### src/sv/tclc_pkg.sv
// Shared types, constants and table helper for the two-channel lux calculator.
`timescale 1ns / 1ps

package tclc_pkg;

   // Default configuration
   localparam int DEF_RATIO_FRAC_BITS   = 16;
   localparam int DEF_POW_TABLE_ENTRIES = 256;
   localparam int DEF_LUX_FRAC_BITS     = 16;

   // Fixed formats
   localparam int COEF_BITS = 24;
   localparam int ROOT_BITS = 12;
   localparam int POW_BITS  = 16;
   localparam int LUX_WIDTH = 27;

   // Queue depths
   localparam int MID_DEPTH = 4;
   localparam int OUT_DEPTH = 32;

   // Coefficients, unsigned Q.24, rounded to nearest
   localparam logic [COEF_BITS-1:0] K_B0_BASE = COEF_BITS'(((64'd304 << 24) + 64'd5000) / 64'd10000);
   localparam logic [COEF_BITS-1:0] K_B0_POW  = COEF_BITS'(((64'd62 << 24) + 64'd500) / 64'd1000);
   localparam logic [COEF_BITS-1:0] K_B1_BB   = COEF_BITS'(((64'd224 << 24) + 64'd5000) / 64'd10000);
   localparam logic [COEF_BITS-1:0] K_B1_IR   = COEF_BITS'(((64'd31 << 24) + 64'd500) / 64'd1000);
   localparam logic [COEF_BITS-1:0] K_B2_BB   = COEF_BITS'(((64'd128 << 24) + 64'd5000) / 64'd10000);
   localparam logic [COEF_BITS-1:0] K_B2_IR   = COEF_BITS'(((64'd153 << 24) + 64'd5000) / 64'd10000);
   localparam logic [COEF_BITS-1:0] K_B3_BB   = COEF_BITS'(((64'd146 << 24) + 64'd50000) / 64'd100000);
   localparam logic [COEF_BITS-1:0] K_B3_IR   = COEF_BITS'(((64'd112 << 24) + 64'd50000) / 64'd100000);

   // Ratio bands
   typedef enum logic [2:0] {
      BAND_LT_050 = 3'd0,
      BAND_LT_061 = 3'd1,
      BAND_LT_080 = 3'd2,
      BAND_LT_130 = 3'd3,
      BAND_OVER   = 3'd4
   } tclc_band_type;

   typedef struct packed {
      logic [15:0] broadband_count;
      logic [15:0] infrared_count;
   } tclc_req_type;

   typedef struct packed {
      logic [LUX_WIDTH-1:0] lux_value;
      logic [2:0]           ratio_band;
   } tclc_rsp_type;

   // Classified item between front and back
   typedef struct packed {
      tclc_req_type  counts;
      tclc_band_type band;
   } tclc_item_type;

   // t^1.4 in Q.16 for a Q.16 ratio t: t * floor(t^0.4 * 2^12) / 2^12.
   // Only evaluated on constants to build the power table.
   function automatic logic [POW_BITS-1:0] pow_q16(input logic [POW_BITS-1:0] q);
      logic [63:0] target;
      logic [63:0] s;
      logic [63:0] cand;
      logic [63:0] fifth;
      target = (64'(q) * 64'(q)) << (5 * ROOT_BITS - 2 * POW_BITS);
      s      = '0;
      for (int b = ROOT_BITS; b >= 0; b--) begin
         cand  = s | (64'd1 << b);
         fifth = cand * cand * cand * cand * cand;
         if (cand <= (64'd1 << ROOT_BITS) && fifth <= target) begin
            s = cand;
         end
      end
      return POW_BITS'((64'(q) * s) >> ROOT_BITS);
   endfunction

endpackage

### src/sv/tclc_fifo.sv
// Small register-based queue used between the front, the back and the result port.
`timescale 1ns / 1ps

module tclc_fifo #(
   parameter int WIDTH = $bits(tclc_pkg::tclc_item_type),
   parameter int DEPTH = tclc_pkg::MID_DEPTH
) (
   input  logic             clock,
   input  logic             reset,
   input  logic             push,
   input  logic [WIDTH-1:0] push_data,
   output logic             full,
   input  logic             pop,
   output logic [WIDTH-1:0] pop_data,
   output logic             empty
);

   localparam int PTR_W = $clog2(DEPTH);
   localparam int CNT_W = $clog2(DEPTH + 1);

   logic [WIDTH-1:0] mem_ff [DEPTH];
   logic [PTR_W-1:0] wr_ptr_ff, wr_ptr_in;
   logic [PTR_W-1:0] rd_ptr_ff, rd_ptr_in;
   logic [CNT_W-1:0] count_ff, count_in;
   logic             do_push;
   logic             do_pop;

   assign full     = (count_ff == CNT_W'(DEPTH));
   assign empty    = (count_ff == '0);
   assign do_push  = push && !full;
   assign do_pop   = pop && !empty;
   assign pop_data = mem_ff[rd_ptr_ff];

   // Pointer wrap and fill count
   always_comb begin
      wr_ptr_in = wr_ptr_ff;
      rd_ptr_in = rd_ptr_ff;
      if (do_push) begin
         wr_ptr_in = (wr_ptr_ff == PTR_W'(DEPTH - 1)) ? '0 : wr_ptr_ff + PTR_W'(1);
      end
      if (do_pop) begin
         rd_ptr_in = (rd_ptr_ff == PTR_W'(DEPTH - 1)) ? '0 : rd_ptr_ff + PTR_W'(1);
      end
      count_in = count_ff + CNT_W'(do_push) - CNT_W'(do_pop);
   end

   always_ff @(posedge clock) begin
      if (reset) begin
         wr_ptr_ff <= '0;
         rd_ptr_ff <= '0;
         count_ff  <= '0;
      end else begin
         wr_ptr_ff <= wr_ptr_in;
         rd_ptr_ff <= rd_ptr_in;
         count_ff  <= count_in;
      end
   end

   // Storage
   always_ff @(posedge clock) begin
      if (do_push) begin
         mem_ff[wr_ptr_ff] <= push_data;
      end
   end

endmodule

### config.mk
export PLATFORM = sky130hd
export DESIGN_NAME = tclc_fifo
export DESIGN_NICKNAME = d
export VERILOG_FILES = /design/src/sv/tclc_pkg.sv /design/src/sv/tclc_fifo.sv
export SDC_FILE = /design/constraint.sdc
export NUM_CORES = 1
export LEC_CHECK = 0
export ABC_CLOCK_PERIOD_IN_PS = 3420
export BUFFER_PORTS_ARGS = -buffer_cell sky130_fd_sc_hd__buf_4
export CAP_MARGIN = 5
export CORE_MARGIN = 4
export CORE_UTILIZATION = 55
export CTS_BUF_LIST = sky130_fd_sc_hd__clkbuf_16
export DETAILED_ROUTE_END_ITERATION = 8
export PLACE_DENSITY_LB_ADDON = 0.1
export REMOVE_ABC_BUFFERS = 1
export SLEW_MARGIN = 20
export SYNTH_ARGS = -nofsm -noshare
export SYNTH_HDL_FRONTEND = slang
export SYNTH_SLANG_ARGS = --single-unit
### constraint.sdc
create_clock -name clock -period 3.42 [get_ports clock]
set_clock_uncertainty 0.1 [all_clocks]
set_input_delay 0.171 -clock clock [delete_from_list [all_inputs] [get_ports clock]]
set_output_delay 0.171 -clock clock [all_outputs]
set_load 0.02 [all_outputs]
==> results.yml <==
clock_tree:
  h-tree-depth: 4
  cts.sinks: 149
  cts.path.max_buffers: 2
  clk_latency_ns: 0.40
  cts_root_buf: "clkbuf_16"
  cts_buffers: 17
  cts_tree: "yes"
  cts_setup_buffers: 0
  clk_transition_reported_paths_ns: 0.06
detailed_routing:
  drtIter0Drc: 101
  met3WireLength_um: 438
  via_per_inst: 5.17
  remaining_drc_errors: 0
  top_layer_used: "met4"
  drt-met1-wl_um: 3850
  vias: 2599
  ant_nets: 0
  drt_first_pass_iters: 4
  routed_wl_um: 9040
  wl_per_cell_um: 18.0
  dr_wl_met2_um: 4670
global_routing:
  antenna_found_initial: 0
  grt_use_total_pct: 17.2
  grt_max_degree: 36
  grt_first_pass_wirelength_um: 14600
  grt_pass1_vias: 2832
  grt_overflow: 0
final_layout:
  multi_input_area_um2: 1060
  seq_area_um2: 4390
  nNetsFinal: 404
  post-route-cell-area_um2: 7200
  final_layout_size_suffix_gt1_share_pct: 40.0
  final-instance-count-excl-fill: 503
  n_fill_cell: 576
  antenna_cells: 0
  syn2layout_area_growth_pct: 30.3
logic_synthesis:
  synthDistinctLibCells: 26
  synth_top_area_share_pct: 76.1
  synth-seq-cells: 149
  synth.avg_cell_area_um2: 23.7
  synthTopCellsByArea: "edfxtp_1, mux4_2, dfxtp_1, ha_1, inv_1"
  seq_area_frac_synth_pct: 79.3
  synth.top_cells.by_count: "edfxtp_1, mux4_2, dfxtp_1"
  syn_inst: 233
  synth.most_common_cell: "edfxtp_1"
  synth-async-reset-ratio_pct: 0
  ys.flop_type: "edfxtp_1"
  yosys_warnings: 0
  synth_area_um2: 5530
  synth-edff-count: 140
  synth_largest_area_cell: "edfxtp_1"
sta:
  max-slew-margin-rel_pct: 36.7
  slew_viol_final: 0
  fmax_ghz: 0.415
  setup_violations: 0
  fin_crit_ns: 2.41
  rsz0062_at_grt: "false"
  hold_violations: 0
  worstMarginPinSlew_ns: 0.949
  finalCritPeriodShare_pct: 70.5
  fin_setup_tns_ns: 0
floorplanning:
  initial_core_util_pct: 56.5
  die_y_um: 108
  core-area_um2: 9770
  die_area_um2: 11700
  io_pins: 76
  rows: 36
  die_w_um: 108
placed_design:
  place_area_um2: 6220
  port_buffers: 75
  hpwl_um: 5050
  post-place-cells: 434
  routabilityCongestion: 0.712
power:
  clock_power_share_pct: 34.9
  comb_power_share_pct: 22.0
  power.static_leakage_nw: 2.53
  swShare_pct: 25.2
  power_density_nw_per_um2: 744
  seqPwrFrac_pct: 43.1
  finalPower_mw: 5.36
  ir_worst_vdd_mv: 0.456
  internal-power_mw: 4.01
  p_switching_mw: 1.35
outcome:
  status: "finished clean"
worst_setup_path:
  crit_path_start_kind: "flip-flop"
  critical_path_buf_inv_count: 2
  required_ns: 3.62
  path_class: "reg -> reg"
  worst-path-max-fanout: 9
  arrival_ns: 2.61
  max_stage_delay_ns: 0.49
  critPathCaptureType: "flip-flop"
  cp_top_family: "simple AND/OR/NAND/NOR gates"
  worstPathCellList: "or3b_1 > and2_4 > inv_1 > ha_1 > inv_1 > ha_1 > fa_1 > xnor2_1 > xnor2_1 > nor2_1"
  crit_path_top_delay_cell: "or3b_1"
hold_path:
  hold_path.class: "in -> reg"
flow_run:
  drv_cap: 0
[per-stage QoR]
step	hold slack [ns]	util, %	worst slack [ns]
detailed placement	0.273	63.6	1.02
global route	0.0695	73.7	0.855
finish	0.0585	73.7	1.01
CTS	0.0444	73.7	1.00
global placement	0.271	63.6	1.06
floorplan	0.140	-	0.856
[worst register-to-register path, cell delays in order (launching register included)]
cell and delay, ns:
dfxtp_1 0.37, or3b_1 0.49, and2_4 0.22, inv_1 0.05, ha_1 0.12, inv_1 0.04, ha_1 0.18, fa_1 0.38
xnor2_1 0.17, xnor2_1 0.13, nor2_1 0.06
[sequential cells by signal, summed over array words and instances, names as in the netlist, named ones only]
register,cells
count_ff,3
mem_ff,140
rd_ptr_ff,2
wr_ptr_ff,2
[kinds of logic (layout without fill, tap and decap cells)]
logic type	Yosys count	in the layout	synth area share, %
fa+ha+maj	8	8	1.95
buf+inv	17	154	1.54
compound gates	5	5	0.679
flops	149	149	79.3
simple gates	16	16	1.74
mux	36	36	14.4
xor+xnor	2	2	0.317
[area by class of cell]
| class | instances | area share (%) |
|---|---|---|
| flip-flops and latches | 149 | 60.9 |
| multi-input cells | 67 | 14.7 |
| repair buffers | 114 | 13.2 |
| clock buffers | 17 | 5.91 |
| clock inverters | 15 | 2.59 |
| well taps | 133 | 2.31 |
| inverters | 8 | 0.417 |
[layout by cell type (no fill, tap or decap)]
cell type and count:
buf_4 77, nand2_1 1, nor3_1 2, and2_4 1
o31ai_1 1, a21oi_1 2, bufinv_16 4, clkinv_2 2
or3_1 1, clkbuf_16 17, o31ai_2 1, inv_1 8
fa_1 1, edfxtp_1 140, mux2i_1 1, ha_1 7
nand3_1 2, mux4_2 35, nor2_1 2, clkinv_4 2
or3b_1 1, dlygate4sd3_1 37, and3_2 4, clkinv_1 4
xnor2_1 2, clkinvlp_4 2, a21o_1 1, dfxtp_2 2
dfxtp_1 7, nor2b_1 2, inv_6 1
[path summary, 6_finish.rpt]
kind / from / to / slack [ns] / depth (start not counted)
worst max register to register: count_ff[2] / count_ff[2] / 1.01 / 10
worst min register to register: rd_ptr_ff[0] / flip-flop / 0.39 / 2
worst min-delay path: pop / flip-flop / 0.06 / 4
worst max-delay path: count_ff[2] / count_ff[2] / 1.01 / 10
[repair_timing]
item	in CTS	in global routing
gates resized for setup	0	0
hold buffers	37	0
hold endpoints to repair	149	0
setup endpoints to repair	0	0
[power groups by stage]
stage | clock, mW | combinational (mW) | sequential [mW]
2_1_floorplan | 0 | 0.695 | 2.36
5_1_grt | 2.00 | 1.28 | 2.34
4_1_cts | 1.90 | 1.21 | 2.32
3_3_place_gp | 0 | 1.16 | 2.34
6_report | 1.87 | 1.18 | 2.31
3_5_place_dp | 0 | 1.17 | 2.35
[per-layer routing]
layer / up-vias / global-route usage [%]
met5: - / 0
met4: 0 / 6.49
met3: 8 / 5.07
met2: 68 / 28.3
met1: 1299 / 21.9
li1: 1224 / -
Note: power is estimated with default switching activity, not from simulation.
