<file path="src/sv/tclc_pkg.sv">
// Shared types, constants and table helper for the two-channel lux calculator.
`timescale 1ns / 1ps

package tclc_pkg;

   // Default configuration
   localparam int DEF_RATIO_FRAC_BITS   = 16;
   localparam int DEF_POW_TABLE_ENTRIES = 256;
   localparam int DEF_LUX_FRAC_BITS     = 16;

   // Fixed formats
   localparam int COEF_BITS = 24;
   localparam int ROOT_BITS = 12;
   localparam int POW_BITS  = 16;
   localparam int LUX_WIDTH = 27;

   // Queue depths
   localparam int MID_DEPTH = 4;
   localparam int OUT_DEPTH = 32;

   // Coefficients, unsigned Q.24, rounded to nearest
   localparam logic [COEF_BITS-1:0] K_B0_BASE = COEF_BITS'(((64'd304 << 24) + 64'd5000) / 64'd10000);
   localparam logic [COEF_BITS-1:0] K_B0_POW  = COEF_BITS'(((64'd62 << 24) + 64'd500) / 64'd1000);
   localparam logic [COEF_BITS-1:0] K_B1_BB   = COEF_BITS'(((64'd224 << 24) + 64'd5000) / 64'd10000);
   localparam logic [COEF_BITS-1:0] K_B1_IR   = COEF_BITS'(((64'd31 << 24) + 64'd500) / 64'd1000);
   localparam logic [COEF_BITS-1:0] K_B2_BB   = COEF_BITS'(((64'd128 << 24) + 64'd5000) / 64'd10000);
   localparam logic [COEF_BITS-1:0] K_B2_IR   = COEF_BITS'(((64'd153 << 24) + 64'd5000) / 64'd10000);
   localparam logic [COEF_BITS-1:0] K_B3_BB   = COEF_BITS'(((64'd146 << 24) + 64'd50000) / 64'd100000);
   localparam logic [COEF_BITS-1:0] K_B3_IR   = COEF_BITS'(((64'd112 << 24) + 64'd50000) / 64'd100000);

   // Ratio bands
   typedef enum logic [2:0] {
      BAND_LT_050 = 3'd0,
      BAND_LT_061 = 3'd1,
      BAND_LT_080 = 3'd2,
      BAND_LT_130 = 3'd3,
      BAND_OVER   = 3'd4
   } tclc_band_type;

   typedef struct packed {
      logic [15:0] broadband_count;
      logic [15:0] infrared_count;
   } tclc_req_type;

   typedef struct packed {
      logic [LUX_WIDTH-1:0] lux_value;
      logic [2:0]           ratio_band;
   } tclc_rsp_type;

   // Classified item between front and back
   typedef struct packed {
      tclc_req_type  counts;
      tclc_band_type band;
   } tclc_item_type;

   // t^1.4 in Q.16 for a Q.16 ratio t: t * floor(t^0.4 * 2^12) / 2^12.
   // Only evaluated on constants to build the power table.
   function automatic logic [POW_BITS-1:0] pow_q16(input logic [POW_BITS-1:0] q);
      logic [63:0] target;
      logic [63:0] s;
      logic [63:0] cand;
      logic [63:0] fifth;
      target = (64'(q) * 64'(q)) << (5 * ROOT_BITS - 2 * POW_BITS);
      s      = '0;
      for (int b = ROOT_BITS; b >= 0; b--) begin
         cand  = s | (64'd1 << b);
         fifth = cand * cand * cand * cand * cand;
         if (cand <= (64'd1 << ROOT_BITS) && fifth <= target) begin
            s = cand;
         end
      end
      return POW_BITS'((64'(q) * s) >> ROOT_BITS);
   endfunction

endpackage

</file>
<file path="src/sv/tclc_front.sv">
// Front end: takes items, picks the ratio band and hands them to the middle queue.
`timescale 1ns / 1ps

module tclc_front (
   input  logic                   clock,
   input  logic                   reset,
   input  logic                   push,
   output logic                   full,
   input  tclc_pkg::tclc_req_type req_item,
   output logic                   fwd_push,
   output tclc_pkg::tclc_item_type fwd_item,
   input  logic                   fwd_full
);

   import tclc_pkg::*;

   logic          valid_ff, valid_in;
   tclc_item_type item_ff;
   tclc_band_type band;
   logic          take;
   logic [23:0]   bb_w, ir_w;

   // Exact band choice by cross products
   always_comb begin
      bb_w = 24'(req_item.broadband_count);
      ir_w = 24'(req_item.infrared_count);
      if (bb_w == '0 || (ir_w * 24'd2) < bb_w) begin
         band = BAND_LT_050;
      end else if ((ir_w * 24'd100) < (bb_w * 24'd61)) begin
         band = BAND_LT_061;
      end else if ((ir_w * 24'd5) < (bb_w * 24'd4)) begin
         band = BAND_LT_080;
      end else if ((ir_w * 24'd10) < (bb_w * 24'd13)) begin
         band = BAND_LT_130;
      end else begin
         band = BAND_OVER;
      end
   end

   // One holding register; it drains into the queue while a new item loads
   assign full     = valid_ff && fwd_full;
   assign take     = push && !full;
   assign fwd_push = valid_ff && !fwd_full;
   assign fwd_item = item_ff;
   assign valid_in = take || (valid_ff && fwd_full);

   always_ff @(posedge clock) begin
      if (reset) begin
         valid_ff <= 1'b0;
      end else begin
         valid_ff <= valid_in;
      end
   end

   always_ff @(posedge clock) begin
      if (take) begin
         item_ff.counts <= req_item;
         item_ff.band   <= band;
      end
   end

endmodule

</file>
<file path="config.mk">
export PLATFORM = sky130hd
export DESIGN_NAME = tclc_front
export DESIGN_NICKNAME = d
export VERILOG_FILES = /design/src/sv/tclc_pkg.sv /design/src/sv/tclc_front.sv
export SDC_FILE = /design/constraint.sdc
export NUM_CORES = 1
export LEC_CHECK = 0
export BUFFER_PORTS_ARGS = -buffer_cell sky130_fd_sc_hd__buf_2
export CORE_UTILIZATION = 57
export DETAILED_ROUTE_END_ITERATION = 10
export PLACE_DENSITY = 0.8
export RECOVER_POWER = 50
export SYNTH_ARGS = -nofsm -noshare
export SYNTH_HDL_FRONTEND = slang
export SYNTH_SLANG_ARGS = --single-unit
</file>
<file path="constraint.sdc">
create_clock -name clock -period 5.3 [get_ports clock]
set_input_delay 0.265 -clock clock [delete_from_list [all_inputs] [get_ports clock]]
set_output_delay 0.265 -clock clock [all_outputs]
set_load 0.02 [all_outputs]
</file>
==> run_results.csv <==
group,metric,value,unit
outcome,status,"finished, violations left",
outcome,violations,"setup timing",
global_route,antenna_found_initial,0,
setup_path,path_max_fanout,3,
global_route,grt_usage,27.9,%
worst_hold_path,whs_path_depth,2,
detailed_routing,vias_per_cell,5.70,
final_layout,fin_nets,1428,
placement,place_congestion,0.895,
timing,rsz0062_at_grt,"true",
placement,placed_area,9680,sq um
setup_path,crit_path_start_kind,"input pin",
global_route,grt_pass1_wl,32.6,mm
timing,fmax,187,MHz
setup_path,crit_type,"input pin to register",
pwr,ir_drop,0.179,mV
die,fp-row-count,44,
logic_synthesis,synth_simple_gate_area_share,9.82,%
clock_network,clk_latency,300,ps
setup_path,cp_num_cells,21,
setup_path,timing.rr.start,"valid_ff",
setup_path,cp_data_required_time,5410,ps
setup_path,crit_start,"req_item[16]",
detailed_routing,vias,7289,
logic_synthesis,muxShareOfSynthArea,0,%
setup_path,cp_top_family,"adder cells",
global_route,grt_pass1_vias,6976,
detailed_routing,wirelength,21.6,mm
logic_synthesis,synth.most_common_cell,"ha_1",
logic_synthesis,synth_xor_xnor_area_share,4.75,%
logic_synthesis,syn_inst,922,
final_layout,drive_gt1_share,18.5,%
logic_synthesis,syn-num-nets,1256,
placement,port_buffers,72,
timing,finalSetupViolations,2,
logic_synthesis,syn_avg_cell_area,9.19,sq um
timing,fin_crit_sh,101,%
logic_synthesis,synth-seq-cells,36,
timing,finalCriticalPeriod,5350,ps
setup_path,endpoint_kind,"register",
timing,slew_violations,0,
detailed_routing,drtPass1Iterations,5,
pwr,finalPower,3.70,mW
logic_synthesis,synth_top_area_share,34.1,%
die,die_h,124,um
clock_network,cts-hold-fix-buffers,0,
setup_path,worst-r2r-cell-count,2,
final_layout,area_growth,19.7,%
placement,dp_cells,1249,
logic_synthesis,async_flop_share,0,%
clock_network,clockBufferDepth,2,
job,maxCapViolations,0,
timing,tns,-50.4,ps
clock_network,cts_tree,"yes",
logic_synthesis,synth_seq_area_share,12.6,%
timing,worst_slew_pin_slew,1100,ps
die,core-area,14500,sq um
global_route,grt_max_degree,36,
final_layout,antenna_cells,0,
logic_synthesis,synth_compound_area_share,14.6,%
logic_synthesis,synthTopCellsByCount,"231 x ha_1, 186 x inv_1, 67 x fa_1",
setup_path,critPathArrivalTime,5460,ps
setup_path,max_stage_delay,560,ps
detailed_routing,drt-initial-drc-count,427,
setup_path,critPathSlowestCell,"fa_1",
detailed_routing,wl_per_cell,16.9,um
worst_hold_path,min_from,"reset",
clock_network,cts_max_level,2,
timing,layout_setup_ws,-48.2,ps
timing,hold_violations,0,
final_layout,design_area,10100,sq um
global_route,overflow,0,
detailed_routing,drc,0,
clock_network,cts_buffers,5,
logic_synthesis,synthAdderAreaFrac,49.9,%
pwr,p_leak,5.23,nW
detailed_routing,antenna_left,0,
logic_synthesis,synth_warnings,0,
logic_synthesis,synth-main-ff-cell,"edfxtp_1",
logic_synthesis,synth-edff-count,35,
clock_network,clock_sinks,36,
setup_path,crit_chain,"buf_2 -> fa_1 -> fa_1 -> inv_1 -> fa_1 -> inv_2 -> fa_2 -> a21o_1 -> a211oi_2 -> o21ai_2 -> a311oi_2 -> o21bai_1 -> a21oi_1 -> xor2_1 -> ha_1 -> nand2_2 -> or3_4 -> or4b_1 -> o21ai_1 -> nor4_2 -> nor4bb_1",
final_layout,fin_cells,1279,
logic_synthesis,synth_top_family_by_area,"adder cells",
final_layout,fillers,1091,
clock_network,clk_pin_slew,60,ps
die,die_area,15400,sq um
die,die_w,124,um
timing,finClkSkew,6.70,ps
logic_synthesis,synth_area_leaders,"ha_1 34%, fa_1 16%, edfxtp_1 12%",
pwr,power.density,365,nW/um^2
logic_synthesis,yosysUniqueCellTypes,58,
setup_path,cp_num_buf_inv,3,
setup_path,cpMostUsedCell,"fa_1",
logic_synthesis,synth_largest_area_cell,"ha_1",
clock_network,clockRootBuffer,"clkbuf_16",
die,io_pins,73,
logic_synthesis,syn_area,8470,sq um
timing,relSlewSlack,26.2,%
placement,post-dp-hpwl,17.0,mm
worst_hold_path,hold_path.class,"input pin to register",
die,initial_core_util,58.3,%
-- cells in the final DEF, fill, tap and decap left out, types with 4 or more instances in the layout --
| cell | Yosys | layout |
|---|---|---|
| ha_1 | 231 | 220 |
| inv_1 | 186 | 164 |
| buf_4 | 0 | 80 |
| fa_1 | 67 | 66 |
| a21oi_1 | 64 | 62 |
| buf_2 | 0 | 55 |
| nor2_1 | 45 | 44 |
| edfxtp_1 | 35 | 35 |
| o21ai_0 | 35 | 32 |
| xnor2_1 | 29 | 29 |
| nand2_1 | 29 | 28 |
| clkbuf_1 | 0 | 27 |
| a21o_1 | 17 | 17 |
| xor2_1 | 17 | 17 |
| inv_2 | 0 | 13 |
| nand4_1 | 11 | 11 |
| nor3_1 | 12 | 10 |
| nor2b_1 | 10 | 9 |
| nand3_1 | 10 | 9 |
| clkinvlp_4 | 0 | 8 |
| nand2b_1 | 8 | 8 |
| ha_4 | 0 | 8 |
| o21a_1 | 7 | 7 |
| o21ai_1 | 7 | 7 |
| and3_1 | 7 | 7 |
| o211ai_1 | 6 | 6 |
| a31oi_1 | 6 | 6 |
| o21bai_1 | 7 | 6 |
| a211oi_1 | 9 | 6 |
| and2_1 | 5 | 5 |
| clkbuf_16 | 0 | 5 |
| a211o_1 | 4 | 4 |
| or3_1 | 5 | 4 |
| nor4_1 | 4 | 4 |
| buf_6 | 0 | 4 |
-- through the flow --
step	worst slack, ps	utilization, %	hold slack [ps]
2_1_floorplan	0.532	-	337
3_3_place_gp	-328	66.6	423
3_5_place_dp	-477	66.6	426
4_1_cts	-51.0	68.4	113
5_1_grt	-240	69.8	139
6_report	-48.2	69.8	118
-- report_power, final --
part / switching [mW] / internal [mW]
Clock: 0.126 / 0.188
Sequential: 0.00631 / 0.343
Combinational: 1.68 / 1.37
Total: 1.81 / 1.90
-- cells by family (layout without fill, tap and decap cells) --
logic type | after synthesis | count (layout)
adder cells (fa/ha/maj) | 298 | 298
AND/OR/NAND/NOR | 161 | 161
buffers and inverters | 186 | 359
XOR/XNOR | 46 | 46
AO/OA/AOI/OAI | 195 | 195
flip-flops | 36 | 36
-- state kept, by name (all words and copies together) (netlist names) --
signal and cells:
valid_ff 1, fwd_item 35
-- worst paths after layout --
| kind | to | slack [ps] |
|---|---|---|
| worst max-delay path | fwd_item[2] | -50 |
| worst min-delay path | valid_ff | 120 |
| worst min register to register | valid_ff | 650 |
| worst max register to register | fwd_item[15] | 3570 |
-- final cells by class --
class                   count  area, sq um  area share [%]
clock buffers               8          146            1.44
inverters                 186          733            7.23
multi-input cells         700         6930            68.3
flip-flops and latches     36         1070            10.6
well taps                 184          230            2.27
repair buffers            165         1030            10.2
-- metal layers --
layer	part of all wire [%]	vias to the layer above	track usage, %
met5	0	-	0
met3	4.2	38	2.70
met4	2.6	0	8.48
li1	-	3564	-
met1	44	3497	37.0
met2	49	190	47.8
-- what timing repair did --
| item | CTS | global route |
|---|---|---|
| resized for setup | 14 | 42 |
| pin swaps | 12 | 41 |
| buffers inserted | 6 | 16 |
| setup endpoints to repair | 3 | 3 |
Power figures use the tool's default switching activity.
