==> src/sv/tclc_pkg.sv <==
// Shared types, constants and table helper for the two-channel lux calculator.
`timescale 1ns / 1ps

package tclc_pkg;

   // Default configuration
   localparam int DEF_RATIO_FRAC_BITS   = 16;
   localparam int DEF_POW_TABLE_ENTRIES = 256;
   localparam int DEF_LUX_FRAC_BITS     = 16;

   // Fixed formats
   localparam int COEF_BITS = 24;
   localparam int ROOT_BITS = 12;
   localparam int POW_BITS  = 16;
   localparam int LUX_WIDTH = 27;

   // Queue depths
   localparam int MID_DEPTH = 4;
   localparam int OUT_DEPTH = 32;

   // Coefficients, unsigned Q.24, rounded to nearest
   localparam logic [COEF_BITS-1:0] K_B0_BASE = COEF_BITS'(((64'd304 << 24) + 64'd5000) / 64'd10000);
   localparam logic [COEF_BITS-1:0] K_B0_POW  = COEF_BITS'(((64'd62 << 24) + 64'd500) / 64'd1000);
   localparam logic [COEF_BITS-1:0] K_B1_BB   = COEF_BITS'(((64'd224 << 24) + 64'd5000) / 64'd10000);
   localparam logic [COEF_BITS-1:0] K_B1_IR   = COEF_BITS'(((64'd31 << 24) + 64'd500) / 64'd1000);
   localparam logic [COEF_BITS-1:0] K_B2_BB   = COEF_BITS'(((64'd128 << 24) + 64'd5000) / 64'd10000);
   localparam logic [COEF_BITS-1:0] K_B2_IR   = COEF_BITS'(((64'd153 << 24) + 64'd5000) / 64'd10000);
   localparam logic [COEF_BITS-1:0] K_B3_BB   = COEF_BITS'(((64'd146 << 24) + 64'd50000) / 64'd100000);
   localparam logic [COEF_BITS-1:0] K_B3_IR   = COEF_BITS'(((64'd112 << 24) + 64'd50000) / 64'd100000);

   // Ratio bands
   typedef enum logic [2:0] {
      BAND_LT_050 = 3'd0,
      BAND_LT_061 = 3'd1,
      BAND_LT_080 = 3'd2,
      BAND_LT_130 = 3'd3,
      BAND_OVER   = 3'd4
   } tclc_band_type;

   typedef struct packed {
      logic [15:0] broadband_count;
      logic [15:0] infrared_count;
   } tclc_req_type;

   typedef struct packed {
      logic [LUX_WIDTH-1:0] lux_value;
      logic [2:0]           ratio_band;
   } tclc_rsp_type;

   // Classified item between front and back
   typedef struct packed {
      tclc_req_type  counts;
      tclc_band_type band;
   } tclc_item_type;

   // t^1.4 in Q.16 for a Q.16 ratio t: t * floor(t^0.4 * 2^12) / 2^12.
   // Only evaluated on constants to build the power table.
   function automatic logic [POW_BITS-1:0] pow_q16(input logic [POW_BITS-1:0] q);
      logic [63:0] target;
      logic [63:0] s;
      logic [63:0] cand;
      logic [63:0] fifth;
      target = (64'(q) * 64'(q)) << (5 * ROOT_BITS - 2 * POW_BITS);
      s      = '0;
      for (int b = ROOT_BITS; b >= 0; b--) begin
         cand  = s | (64'd1 << b);
         fifth = cand * cand * cand * cand * cand;
         if (cand <= (64'd1 << ROOT_BITS) && fifth <= target) begin
            s = cand;
         end
      end
      return POW_BITS'((64'(q) * s) >> ROOT_BITS);
   endfunction

endpackage

==> src/sv/tclc_back.sv <==
// Back end: fixed-latency pipeline with ratio divider, power table and lux arithmetic.
`timescale 1ns / 1ps

module tclc_back #(
   parameter int RATIO_FRAC_BITS   = tclc_pkg::DEF_RATIO_FRAC_BITS,
   parameter int POW_TABLE_ENTRIES = tclc_pkg::DEF_POW_TABLE_ENTRIES,
   parameter int LUX_FRAC_BITS     = tclc_pkg::DEF_LUX_FRAC_BITS
) (
   input  logic                    clock,
   input  logic                    reset,
   input  logic                    in_valid,
   input  tclc_pkg::tclc_item_type in_item,
   output logic                    out_valid,
   output tclc_pkg::tclc_rsp_type  out_rsp
);

   import tclc_pkg::*;

   // Divider retires two quotient bits per stage
   localparam int QUO_W      = 2 * ((RATIO_FRAC_BITS + 1) / 2);
   localparam int DIV_STAGES = QUO_W / 2;
   localparam int IDX_W      = $clog2(POW_TABLE_ENTRIES);
   localparam int TWO_N      = 2 * POW_TABLE_ENTRIES;
   localparam int IDXF_W     = 14;
   localparam int MUL_W      = RATIO_FRAC_BITS + IDXF_W;
   localparam int LIN_W      = 2 * COEF_BITS - 8;
   localparam int POW_W      = COEF_BITS + POW_BITS;
   localparam int HALF_W     = POW_W / 2;
   localparam int SUM_W      = POW_W + 16;
   localparam int LIN_SH     = COEF_BITS - LUX_FRAC_BITS;
   localparam int POW_SH     = COEF_BITS + POW_BITS - LUX_FRAC_BITS;
   localparam logic [LIN_W:0] LIN_HALF = (LIN_W + 1)'(((LIN_W + 1)'(1) << LIN_SH) >> 1);
   localparam logic [SUM_W:0] POW_HALF = (SUM_W + 1)'(((SUM_W + 1)'(1) << POW_SH) >> 1);
   localparam logic [LUX_WIDTH-1:0] LUX_MAX = '1;
   localparam logic [POW_W-1:0] B0_BASE = {K_B0_BASE, {POW_BITS{1'b0}}};

   // Power table: entry k holds ratio^1.4 at ratio k / (2 * entries)
   logic [POW_BITS-1:0] pow_rom [POW_TABLE_ENTRIES];
   for (genvar k = 0; k < POW_TABLE_ENTRIES; k++) begin : g_rom
      localparam logic [POW_BITS-1:0] QK = POW_BITS'((k << POW_BITS) / TWO_N);
      assign pow_rom[k] = pow_q16(QK);
   end

   // ---------------- divider stages ----------------
   logic          div_valid_ff [DIV_STAGES+1];
   tclc_item_type div_item_ff  [DIV_STAGES+1];
   logic [16:0]   rem_ff       [DIV_STAGES+1];
   logic [QUO_W-1:0] quo_ff    [DIV_STAGES+1];

   // Stage 0 loads the item; remainder starts at the infrared count
   always_ff @(posedge clock) begin
      if (reset) begin
         div_valid_ff[0] <= 1'b0;
      end else begin
         div_valid_ff[0] <= in_valid;
      end
   end

   always_ff @(posedge clock) begin
      div_item_ff[0] <= in_item;
      rem_ff[0]      <= {1'b0, in_item.counts.infrared_count};
      quo_ff[0]      <= '0;
   end

   for (genvar i = 1; i <= DIV_STAGES; i++) begin : g_div
      logic [17:0] sh1, sh2, den;
      logic [16:0] rem1, rem2;
      logic        b1, b2;

      // Two restoring steps
      always_comb begin
         den  = {2'b00, div_item_ff[i-1].counts.broadband_count};
         sh1  = {rem_ff[i-1], 1'b0};
         b1   = (sh1 >= den);
         rem1 = b1 ? 17'(sh1 - den) : sh1[16:0];
         sh2  = {rem1, 1'b0};
         b2   = (sh2 >= den);
         rem2 = b2 ? 17'(sh2 - den) : sh2[16:0];
      end

      always_ff @(posedge clock) begin
         if (reset) begin
            div_valid_ff[i] <= 1'b0;
         end else begin
            div_valid_ff[i] <= div_valid_ff[i-1];
         end
      end

      always_ff @(posedge clock) begin
         div_item_ff[i] <= div_item_ff[i-1];
         rem_ff[i]      <= rem2;
         quo_ff[i]      <= {quo_ff[i-1][QUO_W-3:0], b1, b2};
      end
   end

   // ---------------- arithmetic stages 1..7 ----------------
   logic          x_valid_ff [1:7];
   tclc_item_type x_item_ff  [1:7];

   always_ff @(posedge clock) begin
      if (reset) begin
         for (int j = 1; j <= 7; j++) begin
            x_valid_ff[j] <= 1'b0;
         end
      end else begin
         x_valid_ff[1] <= div_valid_ff[DIV_STAGES];
         for (int j = 2; j <= 7; j++) begin
            x_valid_ff[j] <= x_valid_ff[j-1];
         end
      end
   end

   always_ff @(posedge clock) begin
      x_item_ff[1] <= div_item_ff[DIV_STAGES];
      for (int j = 2; j <= 7; j++) begin
         x_item_ff[j] <= x_item_ff[j-1];
      end
   end

   // Stage 1: table index and linear-band products
   logic [RATIO_FRAC_BITS-1:0] ratio;
   logic [MUL_W-1:0]           idx_prod;
   logic [IDXF_W-1:0]          idx_full;
   logic [IDX_W-1:0]           idx_in, idx_ff;
   logic [COEF_BITS-1:0]       kb, ki;
   logic [LIN_W-1:0]           lin_pos_in, lin_neg_in, lin_pos_ff, lin_neg_ff;
   tclc_item_type              d_item;

   assign d_item = div_item_ff[DIV_STAGES];

   always_comb begin
      ratio    = quo_ff[DIV_STAGES][QUO_W-1 -: RATIO_FRAC_BITS];
      idx_prod = MUL_W'(ratio) * MUL_W'(TWO_N);
      idx_full = idx_prod[MUL_W-1:RATIO_FRAC_BITS];
      if (idx_full > IDXF_W'(POW_TABLE_ENTRIES - 1)) begin
         idx_in = IDX_W'(POW_TABLE_ENTRIES - 1);
      end else begin
         idx_in = idx_full[IDX_W-1:0];
      end
   end

   // Coefficient decoder for the linear bands
   always_comb begin
      unique case (d_item.band)
         BAND_LT_061: begin
            kb = K_B1_BB;
            ki = K_B1_IR;
         end
         BAND_LT_080: begin
            kb = K_B2_BB;
            ki = K_B2_IR;
         end
         BAND_LT_130: begin
            kb = K_B3_BB;
            ki = K_B3_IR;
         end
         default: begin
            kb = '0;
            ki = '0;
         end
      endcase
      lin_pos_in = LIN_W'(d_item.counts.broadband_count) * LIN_W'(kb);
      lin_neg_in = LIN_W'(d_item.counts.infrared_count) * LIN_W'(ki);
   end

   always_ff @(posedge clock) begin
      idx_ff     <= idx_in;
      lin_pos_ff <= lin_pos_in;
      lin_neg_ff <= lin_neg_in;
   end

   // Linear difference, clamped at zero, then carried along
   logic [LIN_W-1:0] lin_ff [2:6];

   always_ff @(posedge clock) begin
      lin_ff[2] <= (lin_pos_ff > lin_neg_ff) ? lin_pos_ff - lin_neg_ff : '0;
      for (int j = 3; j <= 6; j++) begin
         lin_ff[j] <= lin_ff[j-1];
      end
   end

   // Stages 2..6: table read, power term, coefficient, product
   logic [POW_BITS-1:0] pow_ff;
   logic [POW_W-1:0]    kp_ff;
   logic [POW_W-1:0]    coef_ff;
   logic [HALF_W+15:0]  prod_lo_ff, prod_hi_ff;
   logic [SUM_W-1:0]    sum_ff;
   logic [15:0]         bb5;

   assign bb5 = x_item_ff[4].counts.broadband_count;

   always_ff @(posedge clock) begin
      pow_ff     <= pow_rom[idx_ff];
      kp_ff      <= POW_W'(K_B0_POW) * POW_W'(pow_ff);
      coef_ff    <= (B0_BASE > kp_ff) ? B0_BASE - kp_ff : '0;
      prod_lo_ff <= (HALF_W + 16)'(bb5) * (HALF_W + 16)'(coef_ff[HALF_W-1:0]);
      prod_hi_ff <= (HALF_W + 16)'(bb5) * (HALF_W + 16)'(coef_ff[POW_W-1:HALF_W]);
      sum_ff     <= (SUM_W'(prod_hi_ff) << HALF_W) + SUM_W'(prod_lo_ff);
   end

   // Stage 7: round half up, saturate, select by band
   logic [SUM_W:0]         pow_round;
   logic [LIN_W:0]         lin_round;
   logic [LUX_WIDTH-1:0]   pow_sat, lin_sat, lux_in;
   tclc_rsp_type           rsp_ff;
   logic                   out_valid_ff;
   tclc_item_type          f_item;

   assign f_item = x_item_ff[6];

   always_comb begin
      pow_round = ((SUM_W + 1)'(sum_ff) + POW_HALF) >> POW_SH;
      lin_round = ((LIN_W + 1)'(lin_ff[6]) + LIN_HALF) >> LIN_SH;
      pow_sat   = (pow_round > (SUM_W + 1)'(LUX_MAX)) ? LUX_MAX : pow_round[LUX_WIDTH-1:0];
      lin_sat   = (lin_round > (LIN_W + 1)'(LUX_MAX)) ? LUX_MAX : lin_round[LUX_WIDTH-1:0];
      unique case (f_item.band)
         BAND_LT_050: lux_in = pow_sat;
         BAND_OVER:   lux_in = '0;
         default:     lux_in = lin_sat;
      endcase
   end

   always_ff @(posedge clock) begin
      if (reset) begin
         out_valid_ff <= 1'b0;
      end else begin
         out_valid_ff <= x_valid_ff[6];
      end
   end

   always_ff @(posedge clock) begin
      rsp_ff.lux_value  <= lux_in;
      rsp_ff.ratio_band <= 3'(f_item.band);
   end

   assign out_valid = out_valid_ff && x_valid_ff[7];
   assign out_rsp   = rsp_ff;

endmodule

==> config.mk <==
export PLATFORM = sky130hd
export DESIGN_NAME = tclc_back
export DESIGN_NICKNAME = d
export VERILOG_FILES = /design/src/sv/tclc_pkg.sv /design/src/sv/tclc_back.sv
export SDC_FILE = /design/constraint.sdc
export NUM_CORES = 2
export LEC_CHECK = 0
export ABC_CLOCK_PERIOD_IN_PS = 7840
export BUFFER_PORTS_ARGS = -buffer_cell sky130_fd_sc_hd__buf_2
export CORE_MARGIN = 1
export CORE_UTILIZATION = 45
export DETAILED_ROUTE_END_ITERATION = 16
export GPL_TIMING_DRIVEN = 0
export PLACE_DENSITY_LB_ADDON = 0.25
export REMOVE_ABC_BUFFERS = 1
export SETUP_SLACK_MARGIN = 0.02
export SLEW_MARGIN = 20
export SYNTH_ARGS = -nofsm -noshare
export SYNTH_HDL_FRONTEND = slang
export SYNTH_SLANG_ARGS = --single-unit
==> constraint.sdc <==
create_clock -name clock -period 7.84 [get_ports clock]
set_clock_uncertainty 0.2 [all_clocks]
set_input_delay 0.784 -clock clock [delete_from_list [all_inputs] [get_ports clock]]
set_output_delay 0.784 -clock clock [all_outputs]
set_load 0.01 [all_outputs]
==> key figures <==
Yosys
  – Multiplexer area fraction after synthesis: 1.387%
  – Adder-cell area share of the yosys netlist: 39.94%
  – Cell type contributing the most total cell area after synthesis: sky130_fd_sc_hd__fa_1
  – Main combinational cell family by area after synthesis: adder cells
  – Synth warn: 0
  – Sequential-to-total area share from yosys stat: 24.38%
  – Syn_area_per_cell: 9.535 sq um
  – Area fraction in compound gates after synthesis: 10.21%
  – FF+latch count, synth: 963
  – Share of async-settable or async-resettable flops after synthesis: 0%
  – Count of unique library cells instantiated by Yosys: 102
  – Synthesized instance count: 8295
  – Synthesized-area fraction occupied by and/or/nand/nor cells: 11.38%
  – Syn Std Cell Area: 79090 sq um
  – Synthesized-area fraction occupied by xor and xnor cells: 4.175%
  – Number of enable flip-flop cells after synthesis: 0
  – Most area-consuming cells after synthesis: sky130_fd_sc_hd__fa_1, sky130_fd_sc_hd__dfxtp_1, sky130_fd_sc_hd__ha_1, sky130_fd_sc_hd__inv_1, sky130_fd_sc_hd__nand2_1
  – Top-area cell type share of the netlist area: 27.46%
  – Commonest register cell after synthesis: sky130_fd_sc_hd__dfxtp_1

Outcome
  – Outcome: completed

Routing
  – Number of design-rule violations left by the first detailed-router iteration: 3476
  – Total number of vias: 55.56k
  – Detailed-routing iteration count for the pre-antenna-repair pass: 6
  – Detail-routed via count per cell: 5.192
  – Routed wirelength normalized by instance count: 18.12 microns
  – Post-route antenna net violation count: 0
  – DRC Markers: 0
  – Routed wire length: 193800 microns

Timing
  – Fraction of the cycle the final worst path needs: 95.50%
  – Setup violation total in the final timing report: 0
  – Actual transition at the worst max-transition pin: 1.202 ns
  – Headroom to the max-slew limit: 17.78%
  – RSZ-0062 raised after global routing: false
  – TNS Setup: 0 ns
  – Maximum clock frequency: 0.1336 GHz
  – Final count of hold timing violations: 0
  – Minimum clock period: 7.487 ns
  – Final Max Tran Viols: 0

Setup path
  – Worst reg2reg path depth: 27
  – Nature of the critical path endpoint: flop
  – Start of the worst register-to-register path: div_item_ff[0][280]$_DFF_P_
  – Reg-to-reg setup timing slack: 0.35 ns
  – Data arrival, critical path: 7.91 ns
  – Critical R2R Capture: lin_neg_ff[34]$_DFF_P_
  – Worst-path maximum fanout: 28
  – Required time at the endpoint of the critical path: 8.27 ns
  – End of the critical path: lin_neg_ff[34]$_DFF_P_
  – Startpoint kind of the worst setup timing path: flop
  – Worst setup path start: div_item_ff[0][280]$_DFF_P_
  – Category of the most critical setup path: reg2reg

Place
  – Port Buffers: 68
  – Placed wire-length estimate after detailed placement: 153700 microns
  – GPL Wtd Cong: 0.9267

Die
  – I/O pin total: 69
  – Core Box Area: 174200 sq um
  – Die height: 421.2 microns
  – Die Wd: 421.2 microns
  – Initial cell density of the core: 45.40%
  – Number of standard-cell rows in the floorplan: 153
  – Die ar.: 177400 sq um

Clock network
  – Number of buffers created by CTS: 100
  – Worst-path clk slew: 0.06 ns
  – Deepest level of the CTS H-tree: 3
  – TritonCTS clock tree: built
  – Clock insertion delay at the later pin of the skew report: 0.72 ns
  – Clock Root Buffer: sky130_fd_sc_hd__clkbuf_16
  – Deepest clock path buffer count: 3
  – Clock sink count: 963

Final layout
  – Most common library cell in the layout ignoring fill and taps: sky130_fd_sc_hd__inv_1
  – Post-synthesis to final-layout area growth: 9.172%
  – Final net count: 10.21k
  – Share of cells above drive strength 1: 6.412%
  – Commonest cells after routing, fill and taps aside: sky130_fd_sc_hd__inv_1, sky130_fd_sc_hd__fa_1, sky130_fd_sc_hd__dfxtp_1, sky130_fd_sc_hd__nand2_1, sky130_fd_sc_hd__ha_1
  – # fillers: 16.16k
  – Number of antenna diodes: 0

Global route
  – Pin count of the biggest net entering global routing: 73
  – First-pass GRT wire length: 315600 microns
  – Combined global-route utilization of all metal layers: 22.22%
  – Vias in the first global route: 58.73k
  – Overflow after GRT: 0
  – Antenna violations before repair: 2

Worst hold path
  – Start point of the worst min-delay path: in_valid
  – Class of the tightest hold or removal check: in2reg

Run
  – Count of maximum capacitance violations: 0
[cells by family (layout without fill, tap and decap cells)]
| kind of cell | Yosys count | count (layout) |
|---|---|---|
| AND/OR/NAND/NOR | 1943 | 1943 |
| other | 1 | 2 |
| flip-flops | 963 | 963 |
| AO/OA/AOI/OAI | 1260 | 1260 |
| multiplexers | 91 | 91 |
| XOR/XNOR | 377 | 377 |
| buffers and inverters | 1786 | 1865 |
| adder cells (fa/ha/maj) | 1874 | 1874 |
[worst min-delay path by stage]
| stage | endpoint | depth (start not counted) |
|---|---|---|
| final | div_valid_ff[0]$_SDFF_PP0_ | 2 |
| after global routing | div_valid_ff[0]$_SDFF_PP0_ | 2 |
| after CTS | div_valid_ff[0]$_SDFF_PP0_ | 2 |
| after floorplan | div_item_ff[0][105]$_DFF_P_ | 0 |
| after global placement | div_item_ff[0][180]$_DFF_P_ | 0 |
| after detailed placement | x_item_ff[2][23]$_DFF_P_ | 0 |
[worst max-delay path, cell delays in order (launching register included)]
cell                       delay, ns
sky130_fd_sc_hd__dfxtp_4        0.36
sky130_fd_sc_hd__buf_16         0.19
sky130_fd_sc_hd__nor3b_2        0.21
sky130_fd_sc_hd__buf_6          0.20
sky130_fd_sc_hd__buf_6          0.19
sky130_fd_sc_hd__buf_4          0.22
sky130_fd_sc_hd__buf_6          0.19
sky130_fd_sc_hd__nand2_1        0.15
sky130_fd_sc_hd__and2_2         0.28
sky130_fd_sc_hd__fa_1           0.58
sky130_fd_sc_hd__inv_1          0.08
sky130_fd_sc_hd__fa_1           0.57
sky130_fd_sc_hd__fa_1           0.44
sky130_fd_sc_hd__fa_1           0.43
sky130_fd_sc_hd__fa_1           0.53
sky130_fd_sc_hd__inv_1          0.05
sky130_fd_sc_hd__fa_1           0.47
sky130_fd_sc_hd__inv_1          0.04
sky130_fd_sc_hd__ha_1           0.37
sky130_fd_sc_hd__a211oi_1       0.25
sky130_fd_sc_hd__nor3b_1        0.08
sky130_fd_sc_hd__a211oi_1       0.22
sky130_fd_sc_hd__o31ai_1        0.12
sky130_fd_sc_hd__a22o_1         0.26
sky130_fd_sc_hd__o21ai_2        0.19
sky130_fd_sc_hd__o21ai_0        0.12
sky130_fd_sc_hd__a21oi_1        0.18
sky130_fd_sc_hd__xnor2_1        0.17
[layout make-up]
class / instances / area (sq um) / share of cell area, %
repair buffers: 144 / 1405 / 1.627
flip-flops and latches: 963 / 19330 / 22.39
multi-input cells: 5547 / 53320 / 61.76
clock inverters: 48 / 716.9 / 0.8303
well taps: 2325 / 2909 / 3.369
inverters: 1539 / 5788 / 6.703
clock buffers: 134 / 2872 / 3.326
[through the flow]
stage	hold slack [ns]	setup WS [ns]	area (sq um)	instances	utilization, %
2_1_floorplan	0.1096	-1.756	78130	8049	-
3_3_place_gp	0.1098	-6.903	81380	10440	46.71
3_5_place_dp	0.1120	-0.6334	82070	10470	47.11
4_1_cts	0.01533	0.02436	86170	10700	49.46
5_1_grt	0.04418	0.003864	86350	10700	49.57
6_report	0.07878	0.3526	86350	10700	49.57
[per-layer routing]
metal	wire, microns	global-route usage, %
met4	6829	7.964
met3	10090	3.041
met2	91150	37.24
met5	13	0
met1	85770	29.27
[state kept, by name (all words and copies together), names as in the netlist]
| register | cells |
|---|---|
| lin_pos_ff | 35 |
| pow_ff | 15 |
| rem_ff | 68 |
| lin_neg_ff | 35 |
| prod_hi_ff | 36 |
| quo_ff | 56 |
| idx_ff | 8 |
| coef_ff | 37 |
| div_item_ff | 315 |
| lin_ff | 145 |
| out_rsp | 27 |
| sum_ff | 33 |
| x_valid_ff | 6 |
| prod_lo_ff | 16 |
| div_valid_ff | 9 |
| kp_ff | 36 |
| x_item_ff | 85 |
| out_valid_ff | 1 |
[synthesized netlist by cell type (all sizes together) (11+ instances only)]
| cell type | instances |
|---|---|
| o21bai | 37 |
| a221oi | 13 |
| ha | 789 |
| nand4 | 49 |
| nand3 | 96 |
| and4 | 14 |
| a22oi | 14 |
| mux2i | 11 |
| a21oi | 384 |
| a31o | 11 |
| xnor2 | 233 |
| a211o | 18 |
| o22ai | 20 |
| o31ai | 21 |
| and3 | 45 |
| xor2 | 144 |
| inv | 1533 |
| buf | 34 |
| a311oi | 20 |
| nor3 | 88 |
| a21o | 130 |
| a2111oi | 13 |
| a31oi | 42 |
| a211oi | 49 |
| nor4 | 11 |
| o211ai | 33 |
| and2 | 223 |
| clkbuf | 213 |
| o21a | 59 |
| or2 | 40 |
| nor2 | 428 |
| nand2 | 794 |
| fa | 1085 |
| or3 | 19 |
| mux2 | 75 |
| nand2b | 43 |
| dfxtp | 963 |
| nor2b | 63 |
| o21ai | 284 |
[repair_timing]
action | 4_1_cts | 5_1_grt
setup endpoints to repair | 34 | 31
hold buffers | 35 | 0
pin swaps | 1 | 5
hold endpoints to repair | 35 | 0
setup buffers | 5 | 3
gates cloned | 1 | 0
resized for setup | 29 | 59
Power is not shown: default switching activity piles up to over one toggle a cycle in this logic, so the estimate is an artifact.
